File: src/design/assert_macros.svh
// Assertion macros shared by mbc1_bank_regs and mbc1_bank_controller_unit.
// No dependencies; included inside module bodies.
`ifndef ASSERT_MACROS_SVH
`define ASSERT_MACROS_SVH

// Same-cycle implication, disabled while reset is asserted.
`define ASSERT_IMPL(label, clk, rst_n, ante, cons) \
    label: assert property (@(posedge clk) disable iff (!(rst_n)) (ante) |-> (cons)) \
        else $error("assertion failed");

// Next-cycle implication, disabled while reset is asserted.
`define ASSERT_NEXT(label, clk, rst_n, ante, cons) \
    label: assert property (@(posedge clk) disable iff (!(rst_n)) (ante) |=> (cons)) \
        else $error("assertion failed");

`endif

File: src/design/mbc1_pkg.sv
// Types and constants for the mbc1 bank controller.
// No dependencies.
package mbc1_pkg;

    localparam int unsigned ROM_OFS_W  = 14;  // 16 KiB ROM bank
    localparam int unsigned RAM_OFS_W  = 13;  // 8 KiB RAM bank
    localparam int unsigned ROM_BANK_W = 7;
    localparam int unsigned RAM_BANK_W = 2;
    localparam int unsigned PHYS_W     = 21;

    typedef enum logic [1:0] {
        OP_ROM_READ  = 2'd0,
        OP_CTL_WRITE = 2'd1,
        OP_RAM_READ  = 2'd2,
        OP_RAM_WRITE = 2'd3
    } op_t;

    typedef enum logic [1:0] {
        TGT_NONE = 2'd0,
        TGT_ROM  = 2'd1,
        TGT_RAM  = 2'd2,
        TGT_RSVD = 2'd3
    } target_t;

    // Control register select, address bits 14..13 (bit 15 must be clear)
    typedef enum logic [1:0] {
        CTL_RAM_ENABLE = 2'd0,
        CTL_BANK_LOW   = 2'd1,
        CTL_BANK_HIGH  = 2'd2,
        CTL_MODE       = 2'd3
    } ctl_sel_t;

    localparam logic [3:0] RAM_ENABLE_KEY = 4'hA;

    typedef struct packed {
        logic [ROM_BANK_W-1:0] rom_bank;
        logic [RAM_BANK_W-1:0] ram_bank;
        logic                  ram_enabled;
        logic                  banking_mode;
    } bank_state_t;

    typedef struct packed {
        target_t           target;
        logic [PHYS_W-1:0] phys_address;
        logic              write_strobe;
        logic [7:0]        write_data;
        logic              read_zero;
        logic              status;
    } result_t;

endpackage

File: src/design/mbc1_addr_map.sv
// Combinational decode of one bus access: address mapping and next bank state.
// Depends on mbc1_pkg.
module mbc1_addr_map (
    input  logic [1:0]            op,
    input  logic [15:0]           address,
    input  logic [7:0]            data,
    input  mbc1_pkg::bank_state_t state_cur,
    output mbc1_pkg::bank_state_t state_next,
    output mbc1_pkg::result_t     result
);
    import mbc1_pkg::*;

    logic [4:0] bank_low;

    assign bank_low = (data[4:0] == 5'd0) ? 5'd1 : data[4:0];

    always_comb begin
        state_next = state_cur;
        result     = '0;
        result.target = TGT_NONE;
        unique case (op_t'(op))
            OP_ROM_READ: begin
                if (address[15:ROM_OFS_W] == 2'b00) begin
                    result.target       = TGT_ROM;
                    result.phys_address = {{(PHYS_W-16){1'b0}}, address};
                end else if (address[15:ROM_OFS_W] == 2'b01) begin
                    result.target       = TGT_ROM;
                    result.phys_address = {state_cur.rom_bank, address[ROM_OFS_W-1:0]};
                end
            end
            OP_CTL_WRITE: begin
                if (address[15]) begin
                    result.status = 1'b1;
                end else begin
                    unique case (ctl_sel_t'(address[14:13]))
                        CTL_RAM_ENABLE: state_next.ram_enabled = (data[3:0] == RAM_ENABLE_KEY);
                        CTL_BANK_LOW:   state_next.rom_bank[4:0] = bank_low;
                        CTL_BANK_HIGH: begin
                            if (state_cur.banking_mode)
                                state_next.ram_bank = data[1:0];
                            else
                                state_next.rom_bank[6:5] = data[1:0];
                        end
                        CTL_MODE: begin
                            if (data != 8'd0) begin
                                state_next.banking_mode  = 1'b1;
                                state_next.rom_bank[6:5] = 2'b00;
                            end else begin
                                state_next.banking_mode = 1'b0;
                                state_next.ram_bank     = '0;
                            end
                        end
                        default: ;
                    endcase
                end
            end
            OP_RAM_READ, OP_RAM_WRITE: begin
                if (state_cur.ram_enabled) begin
                    result.target       = TGT_RAM;
                    result.phys_address = {{(PHYS_W-RAM_BANK_W-RAM_OFS_W){1'b0}},
                                           state_cur.ram_bank, address[RAM_OFS_W-1:0]};
                    if (op_t'(op) == OP_RAM_WRITE) begin
                        result.write_strobe = 1'b1;
                        result.write_data   = data;
                    end
                end else if (op_t'(op) == OP_RAM_READ) begin
                    result.read_zero = 1'b1;
                end
            end
            default: ;
        endcase
    end

endmodule

File: src/design/mbc1_bank_regs.sv
// Bank state registers of the mbc1 controller, loaded once per processed item.
// Depends on mbc1_pkg and assert_macros.svh.
module mbc1_bank_regs (
    input  logic                  aclk,
    input  logic                  aresetn,
    input  logic                  load,
    input  mbc1_pkg::bank_state_t state_next,
    output mbc1_pkg::bank_state_t state_cur
);
    import mbc1_pkg::*;

    bank_state_t state_reg;

    always_ff @(posedge aclk) begin
        if (!aresetn) begin
            state_reg.rom_bank     <= ROM_BANK_W'(1);
            state_reg.ram_bank     <= '0;
            state_reg.ram_enabled  <= 1'b0;
            state_reg.banking_mode <= 1'b0;
        end else if (load) begin
            state_reg <= state_next;
        end
    end

    assign state_cur = state_reg;

`include "assert_macros.svh"

    // low five bank bits can never be zero
    `ASSERT_IMPL(a_bank_low_nonzero, aclk, aresetn, 1'b1, state_reg.rom_bank[4:0] != 5'd0)
    // RAM bank only moves away from zero in RAM banking mode
    `ASSERT_IMPL(a_ram_bank_mode0, aclk, aresetn, !state_reg.banking_mode,
                 state_reg.ram_bank == '0)
    // state holds when no item is processed
    `ASSERT_NEXT(a_state_hold, aclk, aresetn, !load, $stable(state_reg))

endmodule

File: src/design/mbc1_bank_controller_unit.sv
// Top level of the mbc1 bank controller: input register, decode, result register.
// Depends on mbc1_pkg, mbc1_addr_map, mbc1_bank_regs and assert_macros.svh.
//
// Usage:
//   Slave channel s_*: one bus access per item. s_tuser holds op (0 ROM read,
//   1 control write, 2 RAM read, 3 RAM write); s_tdata holds address and data.
//   Master channel m_*: exactly one result item per input item, in order.
//   m_tuser holds target (0 none, 1 ROM, 2 RAM); m_tdata holds the physical
//   address, write strobe, write data, read-zero flag and status.
//   Path: an accepted item passes through the input register, then the result
//   register, before m_tvalid rises. Throughput: one item per cycle while
//   m_tready is high; the bank state is read and updated by the same decode
//   that fills the result register, so an item sees every control write
//   accepted before it.
//   Reset (aresetn low, synchronous): both stages empty, ROM bank 1, RAM bank 0,
//   RAM disabled, ROM banking mode.
//   Stall: while m_tready is low the result holds; the input register still
//   takes one more item, after which s_tready drops until the result drains.
module mbc1_bank_controller_unit (
    input  logic        aclk,
    input  logic        aresetn,
    input  logic        s_tvalid,
    output logic        s_tready,
    input  logic [23:0] s_tdata,  // [15:0] address, [23:16] data
    input  logic [1:0]  s_tuser,  // [1:0] op
    output logic        m_tvalid,
    input  logic        m_tready,
    output logic [31:0] m_tdata,  // [20:0] phys_address, [21] write_strobe,
                                  // [29:22] write_data, [30] read_zero, [31] status
    output logic [1:0]  m_tuser   // [1:0] target
);
    import mbc1_pkg::*;

    // input stage
    logic        in_valid_reg;
    logic [1:0]  op_reg;
    logic [15:0] address_reg;
    logic [7:0]  data_reg;

    // result stage
    logic        out_valid_reg;
    result_t     result_reg;

    logic        advance;
    logic        s_fire;
    bank_state_t state_cur;
    bank_state_t state_next;
    result_t     result_next;

    // input item moves to the result register when that register is free or draining
    assign advance  = in_valid_reg && (!out_valid_reg || m_tready);
    assign s_tready = !in_valid_reg || advance;
    assign s_fire   = s_tvalid && s_tready;

    always_ff @(posedge aclk) begin
        if (!aresetn) begin
            in_valid_reg <= 1'b0;
        end else if (s_tready) begin
            in_valid_reg <= s_tvalid;
        end
    end

    always_ff @(posedge aclk) begin
        if (s_fire) begin
            op_reg      <= s_tuser;
            address_reg <= s_tdata[15:0];
            data_reg    <= s_tdata[23:16];
        end
    end

    mbc1_addr_map u_map (
        .op         (op_reg),
        .address    (address_reg),
        .data       (data_reg),
        .state_cur  (state_cur),
        .state_next (state_next),
        .result     (result_next)
    );

    mbc1_bank_regs u_regs (
        .aclk       (aclk),
        .aresetn    (aresetn),
        .load       (advance),
        .state_next (state_next),
        .state_cur  (state_cur)
    );

    always_ff @(posedge aclk) begin
        if (!aresetn) begin
            out_valid_reg <= 1'b0;
        end else if (advance) begin
            out_valid_reg <= 1'b1;
        end else if (m_tready) begin
            out_valid_reg <= 1'b0;
        end
    end

    always_ff @(posedge aclk) begin
        if (advance) begin
            result_reg <= result_next;
        end
    end

    assign m_tvalid = out_valid_reg;
    assign m_tuser  = result_reg.target;
    assign m_tdata  = {result_reg.status, result_reg.read_zero, result_reg.write_data,
                       result_reg.write_strobe, result_reg.phys_address};

`include "assert_macros.svh"

    // a RAM write strobe only goes out with a RAM target
    `ASSERT_IMPL(a_strobe_ram, aclk, aresetn, m_tvalid && result_reg.write_strobe,
                 result_reg.target == TGT_RAM)
    // a zero read never carries a memory access
    `ASSERT_IMPL(a_zero_no_access, aclk, aresetn, m_tvalid && result_reg.read_zero,
                 result_reg.target == TGT_NONE && result_reg.phys_address == '0)
    // a stalled result is never overwritten by the input stage
    `ASSERT_IMPL(a_no_overwrite, aclk, aresetn, out_valid_reg && !m_tready, !advance)

endmodule
File: config.mk
export PLATFORM = sky130hd
export DESIGN_NAME = mbc1_bank_controller_unit
export DESIGN_NICKNAME = d
export VERILOG_FILES = /design/src/design/mbc1_pkg.sv /design/src/design/mbc1_addr_map.sv /design/src/design/mbc1_bank_regs.sv /design/src/design/mbc1_bank_controller_unit.sv
export VERILOG_INCLUDE_DIRS = /design/src /design/src/design
export SDC_FILE = /design/constraint.sdc
export NUM_CORES = 1
export LEC_CHECK = 0
export ABC_AREA = 1
export BUFFER_PORTS_ARGS = -buffer_cell sky130_fd_sc_hd__buf_2
export CORE_ASPECT_RATIO = 1.4
export CORE_MARGIN = 4
export CORE_UTILIZATION = 50
export CTS_CLUSTER_SIZE = 30
export DETAILED_ROUTE_END_ITERATION = 8
export MAX_ROUTING_LAYER = met4
export PLACE_DENSITY = 0.82
export SLEW_MARGIN = 30
export SYNTH_ARGS = -nofsm -noshare
export SYNTH_HDL_FRONTEND = slang
export SYNTH_SLANG_ARGS = --single-unit
File: constraint.sdc
create_clock -name aclk -period 4.29 [get_ports aclk]
set_input_delay 0.429 -clock aclk [delete_from_list [all_inputs] [get_ports aclk]]
set_output_delay 0.429 -clock aclk [all_outputs]
set_load 0.01 [all_outputs]
# After elaboration in Yosys (flattened, before gate mapping)
# Cells that the tools add are included.
[word_totals] in_bits=30 memories=0 regBits=73 latchBits=0 rom_bits=0 word_cells=69 mem_bits_rw=0 out_inout_bits=36
[classes] mul=0 add_sub_neg=0 shifts=0 eq_ne=12 div=0 bitwise_logic=2 magnitude_cmp=0 mux=17 n_reduce_logical=22
[ops] operator="$pmux W23 S2" count=1
[ops] operator="$mux W22" count=2
[ops] operator="$mux W32" count=1
[ops] operator="$reduce_and A4 Y1" count=3
[ops] operator="$reduce_and A6 Y1" count=2
[ops] operator="$mux W9" count=1
[ops] operator="$eq A2 B2 Y1 const B" count=4
[ops] operator="$mux W2" count=4
[ops] operator="$pmux W2 S2" count=2
[ops] operator="$reduce_bool A8 Y1" count=1
[ops] operator="$eq A2 B1 Y1 const B" count=3
[ops] operator="$logic_not A2 Y1" count=3
[ops] operator="$logic_not A5 Y1" count=1
[ops] operator="$mux W1" count=5
[ops] operator="$mux W5" count=1
[ops] operator="$eq A4 B4 Y1 const B" count=1
[ops] operator="$ne A2 B1 Y1 const B" count=2
[ops] operator="$ne A2 B2 Y1 const B" count=2
[ops] operator="$reduce_bool A2 Y1" count=2
[ops] operator="$reduce_or A2 Y1" count=2
[ops] operator="$reduce_and A3 Y1" count=1
[ops] operator="$logic_and A1 B1 Y1" count=2
[ops] operator="$logic_not A1 Y1" count=2
[ops] operator="$logic_or A1 B1 Y1" count=2
[ops] operator="other kinds (2)" count=3

# Depth between registers and ports, before layout
# Gate-level depths: netlist of the first run.
[logic_depth] word_depth=5 mapped_depth=7 depth_no_buf=7

# By module
# Synthesis of the first run repeated with hierarchy kept, for this count alone.
[hier_totals] cells_unflattened=281 area_unflattened_um2=2960.3
[modules_own_cells] module="mbc1_bank_controller_unit" n_inst=1 seq_area_each_um2=1841.8 cells_per_inst=73 area_each_um2=1896.8
[modules_own_cells] module="mbc1_addr_map" n_inst=1 seq_area_each_um2=0.0 cells_per_inst=140 area_each_um2=611.8
[modules_own_cells] module="mbc1_bank_regs" n_inst=1 seq_area_each_um2=220.2 cells_per_inst=68 area_each_um2=451.7

# Least setup slack after synthesis of the first run
# No wires, ideal clock.
[synth_timing] path_kind="input -> register" from="input port m_tready" to="register u_regs.state_reg, in the netlist u_regs.state_cur[7]" stages=7 t_arrival_ps=1663 path_buffers=0 setup_ps=116 slack_ps=2511 required_ps=4174 cell_sequence="inv_1 > a21oi_4 > nand2_2 > nor2_4 > inv_2 > nor2_1 > nor2_1"
[synth_between] elab_chain_len=3
[synth_lines] item="from (decl)" line="mbc1_bank_controller_unit.sv:27" source="input logic m_tready,"
[synth_lines] item="$logic_or A1 B1 Y1" line="mbc1_bank_controller_unit.sv:51" source="assign advance = in_valid_reg && (!out_valid_reg || m_tready);"
[synth_lines] item="$logic_and A1 B1 Y1" line="mbc1_bank_controller_unit.sv:51"
[synth_lines] item="via advance" line="mbc1_bank_controller_unit.sv:44" source="logic advance;"
[synth_lines] item="$reduce_and A4 Y1 (no line)"
[synth_lines] item="to (signal assigned)" line="mbc1_bank_regs.sv:21" source="state_reg <= state_next;"
[synth_lines] item="to (decl)" line="mbc1_bank_regs.sv:12" source="bank_state_t state_reg;"
# The timed path passes the listed nets, and every way through them passes these cells.
# A chain may end at the register's enable or synchronous reset.

# Worst setup path in the final report of the first run
[layout_timing] from="register in_valid_reg" to="register u_regs.state_reg, in the netlist u_regs.state_cur[5]"
[layout_between] elab_chain_len=2
[layout_lines] item="from (decl)" line="mbc1_bank_controller_unit.sv:35" source="logic in_valid_reg;"
[layout_lines] item="from (signal assigned)" line="mbc1_bank_controller_unit.sv:59" source="in_valid_reg <= s_tvalid;"
[layout_lines] item="$logic_and A1 B1 Y1" line="mbc1_bank_controller_unit.sv:51"
[layout_lines] item="via advance" line="mbc1_bank_controller_unit.sv:44"
[layout_lines] item="$reduce_and A4 Y1 (no line)"
# The timed path passes the listed nets, and every way through them passes these cells.

==> results.md, run 1 <==
- Site Rows: 31
- Delay-heaviest family, CP: buffers and inverters
- Initial antenna violation count: 0
- Largest net degree at the start of global routing: 36
- Vias per inst: 4.74
- Die W: 70.5 µm
- RSZ-0062 raised after global routing: no
- Final total negative setup slack: 0 ps
- Mapped Cells: 224
- ANT nets after route: 0
- Synthesized cell area: 2740 µm²
- Clock tree buffer depth: 2
- Status: completed
- Max frequency: 624 MHz
- Sequential-to-total area share from yosys stat: 75.4%
- Min cycle time layout: roughly 1600 ps
- Flop2flop setup slack: approximately 2700 ps
- Max-Cap Viols: 0
- Worst slew pin tran: approximately 580 ps
- I/O Pins: 66
- Startpoint Class: flop
- Detail Placement HPWL: 3.55 mm
- CP Max Fanout: 35
- Layout cells sized above 1: 31.1%
- Root Driver: clkbuf_8
- Final Cycle Share: 37.3%
- Synth Area per Inst: 12.2 µm²
- Crit-path cells: inv_2 -> a21oi_4 -> buf_4 -> nand2_2 -> nor2_4 -> inv_2 -> nor2_1 -> nor2_1
- CTS tree: built
- R2R Path End: u_regs.state_cur[5]
- Hold path depth: 1
- IO Port Bufs: 65
- Worst min-delay path startpoint: s_tdata[5]
- CP max stage cell: buf_4
- Initial Util: 52.3%
- Non-Filler Instances: around 370
- Vias in the first global route: 1858
- Pwr per Cell Area: approximately 400 nW/µm²
- Net count reported at finish: 330
- Seq cells post-synth: 73
- Placed insts: 355
- DR vias: 1758
- Clk_lat worst skew: approximately 330 ps
- Worst-case vdd ir drop: 0.220 mV
- All-layer global routing usage: about 16%
- CP Class: flop to flop
- Syn. warnings: 0
- DIE HEIGHT: around 96 µm
- Leak: 0.00140 µW
- Sink Count: 73
- # hold bufs at CTS: 0
- Die ar.: 6740 µm²
- DR WL/cell: 13.0 µm
- Clock skew: 4.55 ps
- Min Hold Slack: around 270 ps
- Detailed Routing Iterations Pass 1: 4
- First-pass GRT wire length: 7.95 mm
- Postcts setup bufs: 0
- Diodes inserted: 0
- CP Data Arrival Time: 1830 ps
- Synth Net Count: 254
- Core Box Area: 5240 µm²
- Clock slew at reported path FFs: 70 ps
- CP Buf/Inv Count: 3
- DRT iter0 DRCs: between 90 and 100
- Max-slew violation count: 0
- Critical path's largest stage delay: 410 ps
- Distinct cells, synth: 20
- Hold WC Path Type: input port to flop
- Post_cts resized: 0
- WL final: 4.84 mm
- Area Overhead vs Synth: 20.3%
- Endpoint of the worst hold path: address_reg[5]
- CP Capture Type: flop
- Worst R2R Path Depth: 8
- Max reg flops: 32
- H-tree lvl count: 3
- Final setup violation count: 0
- RR Startpoint: in_valid_reg
- Worst slew margin: 61.6%
- # DRC: 0
- GRT overflow: 0
- Crit path required time: between 4000 and 5000 ps
- Gp weighted congestion: a little under 0.9
- Num CTS Buffers: 9
- Final Hold Viols: 0
[cell usage after synthesis]
cell / instances / area, µm²
nor2_1: 48 / 180
a21oi_1: 6 / 30.0
buf_6: 1 / 11.3
inv_2: 4 / 15.0
a21oi_2: 1 / 8.76
nand3_2: 2 / 20.0
o21ai_0: 5 / 25.0
nor2_4: 3 / 33.8
nor3_1: 1 / 5.00
nor2_2: 3 / 18.8
edfxtp_1: 60 / 1800
o21ai_1: 2 / 10.0
inv_1: 36 / 135
a21oi_4: 1 / 16.3
nand3_1: 4 / 20.0
dfxtp_1: 13 / 260
nand2_1: 30 / 113
nor3_2: 1 / 10.0
nand2_2: 2 / 12.5
a32o_1: 1 / 10.0
[kinds of logic (layout without fill, tap and decap cells)]
kind of cell	after synthesis	count (layout)	synth area share, %
simple gates	94	94	15.1
flops	73	73	75.4
buf+inv	41	122	5.90
compound gates	16	16	3.66
[where the power goes]
part	switching, µW	internal, µW	total, µW
registers	12.5	797	809
clock network	224	200	424
logic	47.6	25.9	73.5
total	284	1020	1310
[final cells by class]
cell class	instances	area [µm²]
well taps	66	82.6
flip-flops and latches	73	2060
clock inverters	6	25.0
inverters	40	150
fillers	433	1940
repair buffers	66	333
multi-input cells	110	513
clock buffers	10	128
[cell usage in the layout, fill, tap and decap left out]
master	Yosys	layout
nand2_2	2	2
nor2_1	48	48
dfxtp_1	13	13
clkbuf_8	0	9
inv_2	4	5
clkinv_2	0	2
a32o_1	1	1
nor2_2	3	3
clkinv_1	0	4
nand3_2	2	2
nor3_1	1	1
clkbuf_1	0	1
o21ai_0	5	5
a21oi_4	1	1
o21ai_1	2	2
buf_4	0	1
buf_2	0	65
nor3_2	1	1
a21oi_1	6	6
a21oi_2	1	1
edfxtp_1	60	60
nand3_1	4	4
nor2_4	3	3
inv_1	36	35
nand2_1	30	30
[through the flow]
stage	setup slack (ps)	utilization [%]	instance area (µm²)	total power [µW]
3_5_place_dp	2340	60.0	3140	899
6_report	2690	62.9	3290	1310
2_1_floorplan	2510	-	2740	862
4_1_cts	2550	62.9	3290	1320
5_1_grt	2510	62.9	3290	1360
3_3_place_gp	2450	60.0	3140	895
[layer usage]
layer / global-route usage (%) / vias up / routed length [µm]
met2: 28.4 / 53 / 2500
met5: - / - / 0
met3: 5.17 / 18 / 320
met4: 9.11 / 0 / 148
li1: - / 878 / -
met1: 16.1 / 809 / 1860
[how the worst max path moves through the flow]
stage,startpoint,end,cells after the start
6_report,in_valid_reg,u_regs.state_cur[5],8
5_1_grt,in_valid_reg,u_regs.state_cur[7],8
4_1_cts,m_tvalid,address_reg[3],3
3_5_place_dp,m_tready,address_reg[6],5
3_3_place_gp,m_tready,address_reg[5],5
2_1_floorplan,m_tready,u_regs.state_cur[7],7
Power figures use the tool's default switching activity.
==> inputs of run 2 (changes only) <==
--- a/config.mk
+++ b/config.mk
@@ -10,11 +10,11 @@
 export BUFFER_PORTS_ARGS = -buffer_cell sky130_fd_sc_hd__buf_2
 export CORE_ASPECT_RATIO = 1.4
 export CORE_MARGIN = 4
-export CORE_UTILIZATION = 50
+export CORE_UTILIZATION = 47
 export CTS_CLUSTER_SIZE = 30
 export DETAILED_ROUTE_END_ITERATION = 8
 export MAX_ROUTING_LAYER = met4
-export PLACE_DENSITY = 0.82
+export PLACE_DENSITY = 0.81
 export SLEW_MARGIN = 30
 export SYNTH_ARGS = -nofsm -noshare
 export SYNTH_HDL_FRONTEND = slang
==> constraint.sdc (replaced) <==
create_clock -name aclk -period 1.3 [get_ports aclk]
set_input_delay 0.13 -clock aclk [delete_from_list [all_inputs] [get_ports aclk]]
set_output_delay 0.13 -clock aclk [all_outputs]
set_load 0.01 [all_outputs]
==> run 2 against run 1 <==
Against the previous run:
- the run now ends with negative setup slack left
- routed wire length increased by 21%
- flip-flop and latch count unchanged
- sequential share of layout area down 7.9 points
- power increased to 3.9 times the previous value
- critical path depth down 2
- fmax up 21%
- worst hold slack worse by 210 ps
- count of clock-buffer cells in the layout is the same
- non-clock buffer count grew 35
- register-to-register slack got worse by 2700 ps
- critical path type unchanged
==> results.md, run 2 (synthesized netlist as in run 1, its figures left out) <==
- Startpoint Class: flop
- CP Data Arrival Time: 1590 ps
- Hold WC Path Type: input port to flop
- All-layer global routing usage: 17.4%
- H-tree lvl count: 3
- Endpoint of the worst hold path: u_regs.state_cur[4]
- Worst R2R Path Depth: 6
- Min Hold Slack: between 50 and 60 ps
- CP Max Fanout: 5
- Non-Filler Instances: 408
- Vias per inst: 4.67
- ANT nets after route: 0
- Layout cells sized above 1: 35.9%
- Failing checks: negative setup slack
- Gp weighted congestion: 0.827
- Detailed Routing Iterations Pass 1: 4
- Worst min-delay path startpoint: aresetn
- CP Capture Type: flop
- IO Port Bufs: 65
- Root Driver: clkbuf_8
- Min cycle time layout: 1320 ps
- Hold path depth: 2
- Leak: 0.00160 µW
- Max-slew violation count: 0
- # DRC: 0
- Diodes inserted: 0
- Worst-case vdd ir drop: around 0.88 mV
- # fillers: approximately 400
- Initial Util: slightly below 50%
- Die W: 72.5 µm
- Core Box Area: 5570 µm²
- WL final: 5.84 mm
- DRT iter0 DRCs: 117
- Clk_lat worst skew: ~340 ps
- Sink Count: 73
- Clock slew at reported path FFs: 70 ps
- Net count reported at finish: roughly 370
- Initial antenna violation count: 0
- Detail Placement HPWL: around 3.7 mm
- Worst slew pin tran: 256 ps
- Placed insts: 361
- Crit path required time: around 1600 ps
- Final Cycle Share: 102%
- Largest net degree at the start of global routing: 27
- Site Rows: 32
- Fin worst setup slack: -21.5 ps
- Pwr per Cell Area: 1350 nW/µm²
- Worst slew margin: roughly 83%
- Max reg flops: 32
- R2R Path End: u_regs.state_cur[5]
- Final Hold Viols: 0
- RR Startpoint: op_reg[1]
- DR vias: 1906
- RSZ-0062 raised after global routing: yes
- I/O Pins: 66
- Placed inst area: 3190 µm²
- Finished Cell Area: 3770 µm²
- Final setup violation count: 3
- Num CTS Buffers: 9
- GRT overflow: 0
- Vias in the first global route: 1926
- CP Class: flop to flop
- Status: finished, violations left
- DIE HEIGHT: 98.3 µm
- Area Overhead vs Synth: 38.0%
- Most frequent cells in the layout: 65 x buf_2, 60 x edfxtp_1, 41 x nor2_1
- DR WL/cell: roughly 14 µm
- Clock skew: 12.7 ps
- First-pass GRT wire length: a little under 9 mm
- Flop2flop setup slack: -20 ps
- Max frequency: 757 MHz
- Commonest non-fill, non-tap cell in the layout: buf_2
- Clock tree buffer depth: 2
- CTS tree: built
- Die ar.: 7120 µm²
- Final Util: a little under 70%
- Max-Cap Viols: 0
## run 2: final cells by class
class,count,area (µm²),area share (%)
clock inverters,6,106,2.82
flip-flops and latches,73,2060,54.7
multi-input cells,110,546,14.5
clock buffers,10,128,3.38
repair buffers,101,689,18.3
well taps,68,85.1,2.25
inverters,40,156,4.14
## run 2: critical path: stages (launching register included)
cell and delay (ps):
edfxtp_1 490, nor2_4 190, nand3_2 100, nor2_4 200, buf_6 130, o21ai_1 50, nor2_1 100
## run 2: what timing repair did
| item | CTS | global route |
|---|---|---|
| gates resized for setup | 2 | 14 |
| pin swaps | 1 | 5 |
| hold buffers | 26 | 0 |
| endpoints found under the hold margin | 26 | 0 |
| setup buffers | 1 | 4 |
| endpoints found under the setup margin | 19 | 21 |
## run 2: worst max path at each step
| stage | startpoint | end | slack, ps | depth (start not counted) |
|---|---|---|---|---|
| finish | op_reg[1] | u_regs.state_cur[5] | -20 | 6 |
| global route | op_reg[1] | u_regs.state_cur[5] | -80 | 6 |
| CTS | op_reg[1] | u_regs.state_cur[7] | 8 | 6 |
| detailed placement | op_reg[1] | m_tdata[3] | -40 | 4 |
| global placement | op_reg[1] | m_tdata[4] | 50 | 4 |
| floorplan | in_valid_reg | u_regs.state_cur[7] | -360 | 7 |
## run 2: power breakdown
group          internal (µW)  switching, µW
sequential              2630           43.6
clock                   1270            798
combinational            164            185
total                   4060           1030
## run 2: per-stage QoR
step / setup WS, ps / total power, µW / setup TNS [ps]
after CTS: 7.59 / 5100 / 0
after global placement: 54.6 / 2970 / 0
after global routing: -80.6 / 5270 / -532
final: -21.5 / 5080 / -32.9
after detailed placement: -35.3 / 2990 / -340
after floorplan: -356 / 2850 / -8130
## run 2: layer usage
metal	vias up	part of all wire, %	GRT usage (%)
li1	950	-	-
met1	885	35	16.8
met2	60	57	32.0
met3	11	5.4	3.40
met4	0	2.0	8.38
met5	-	0	-
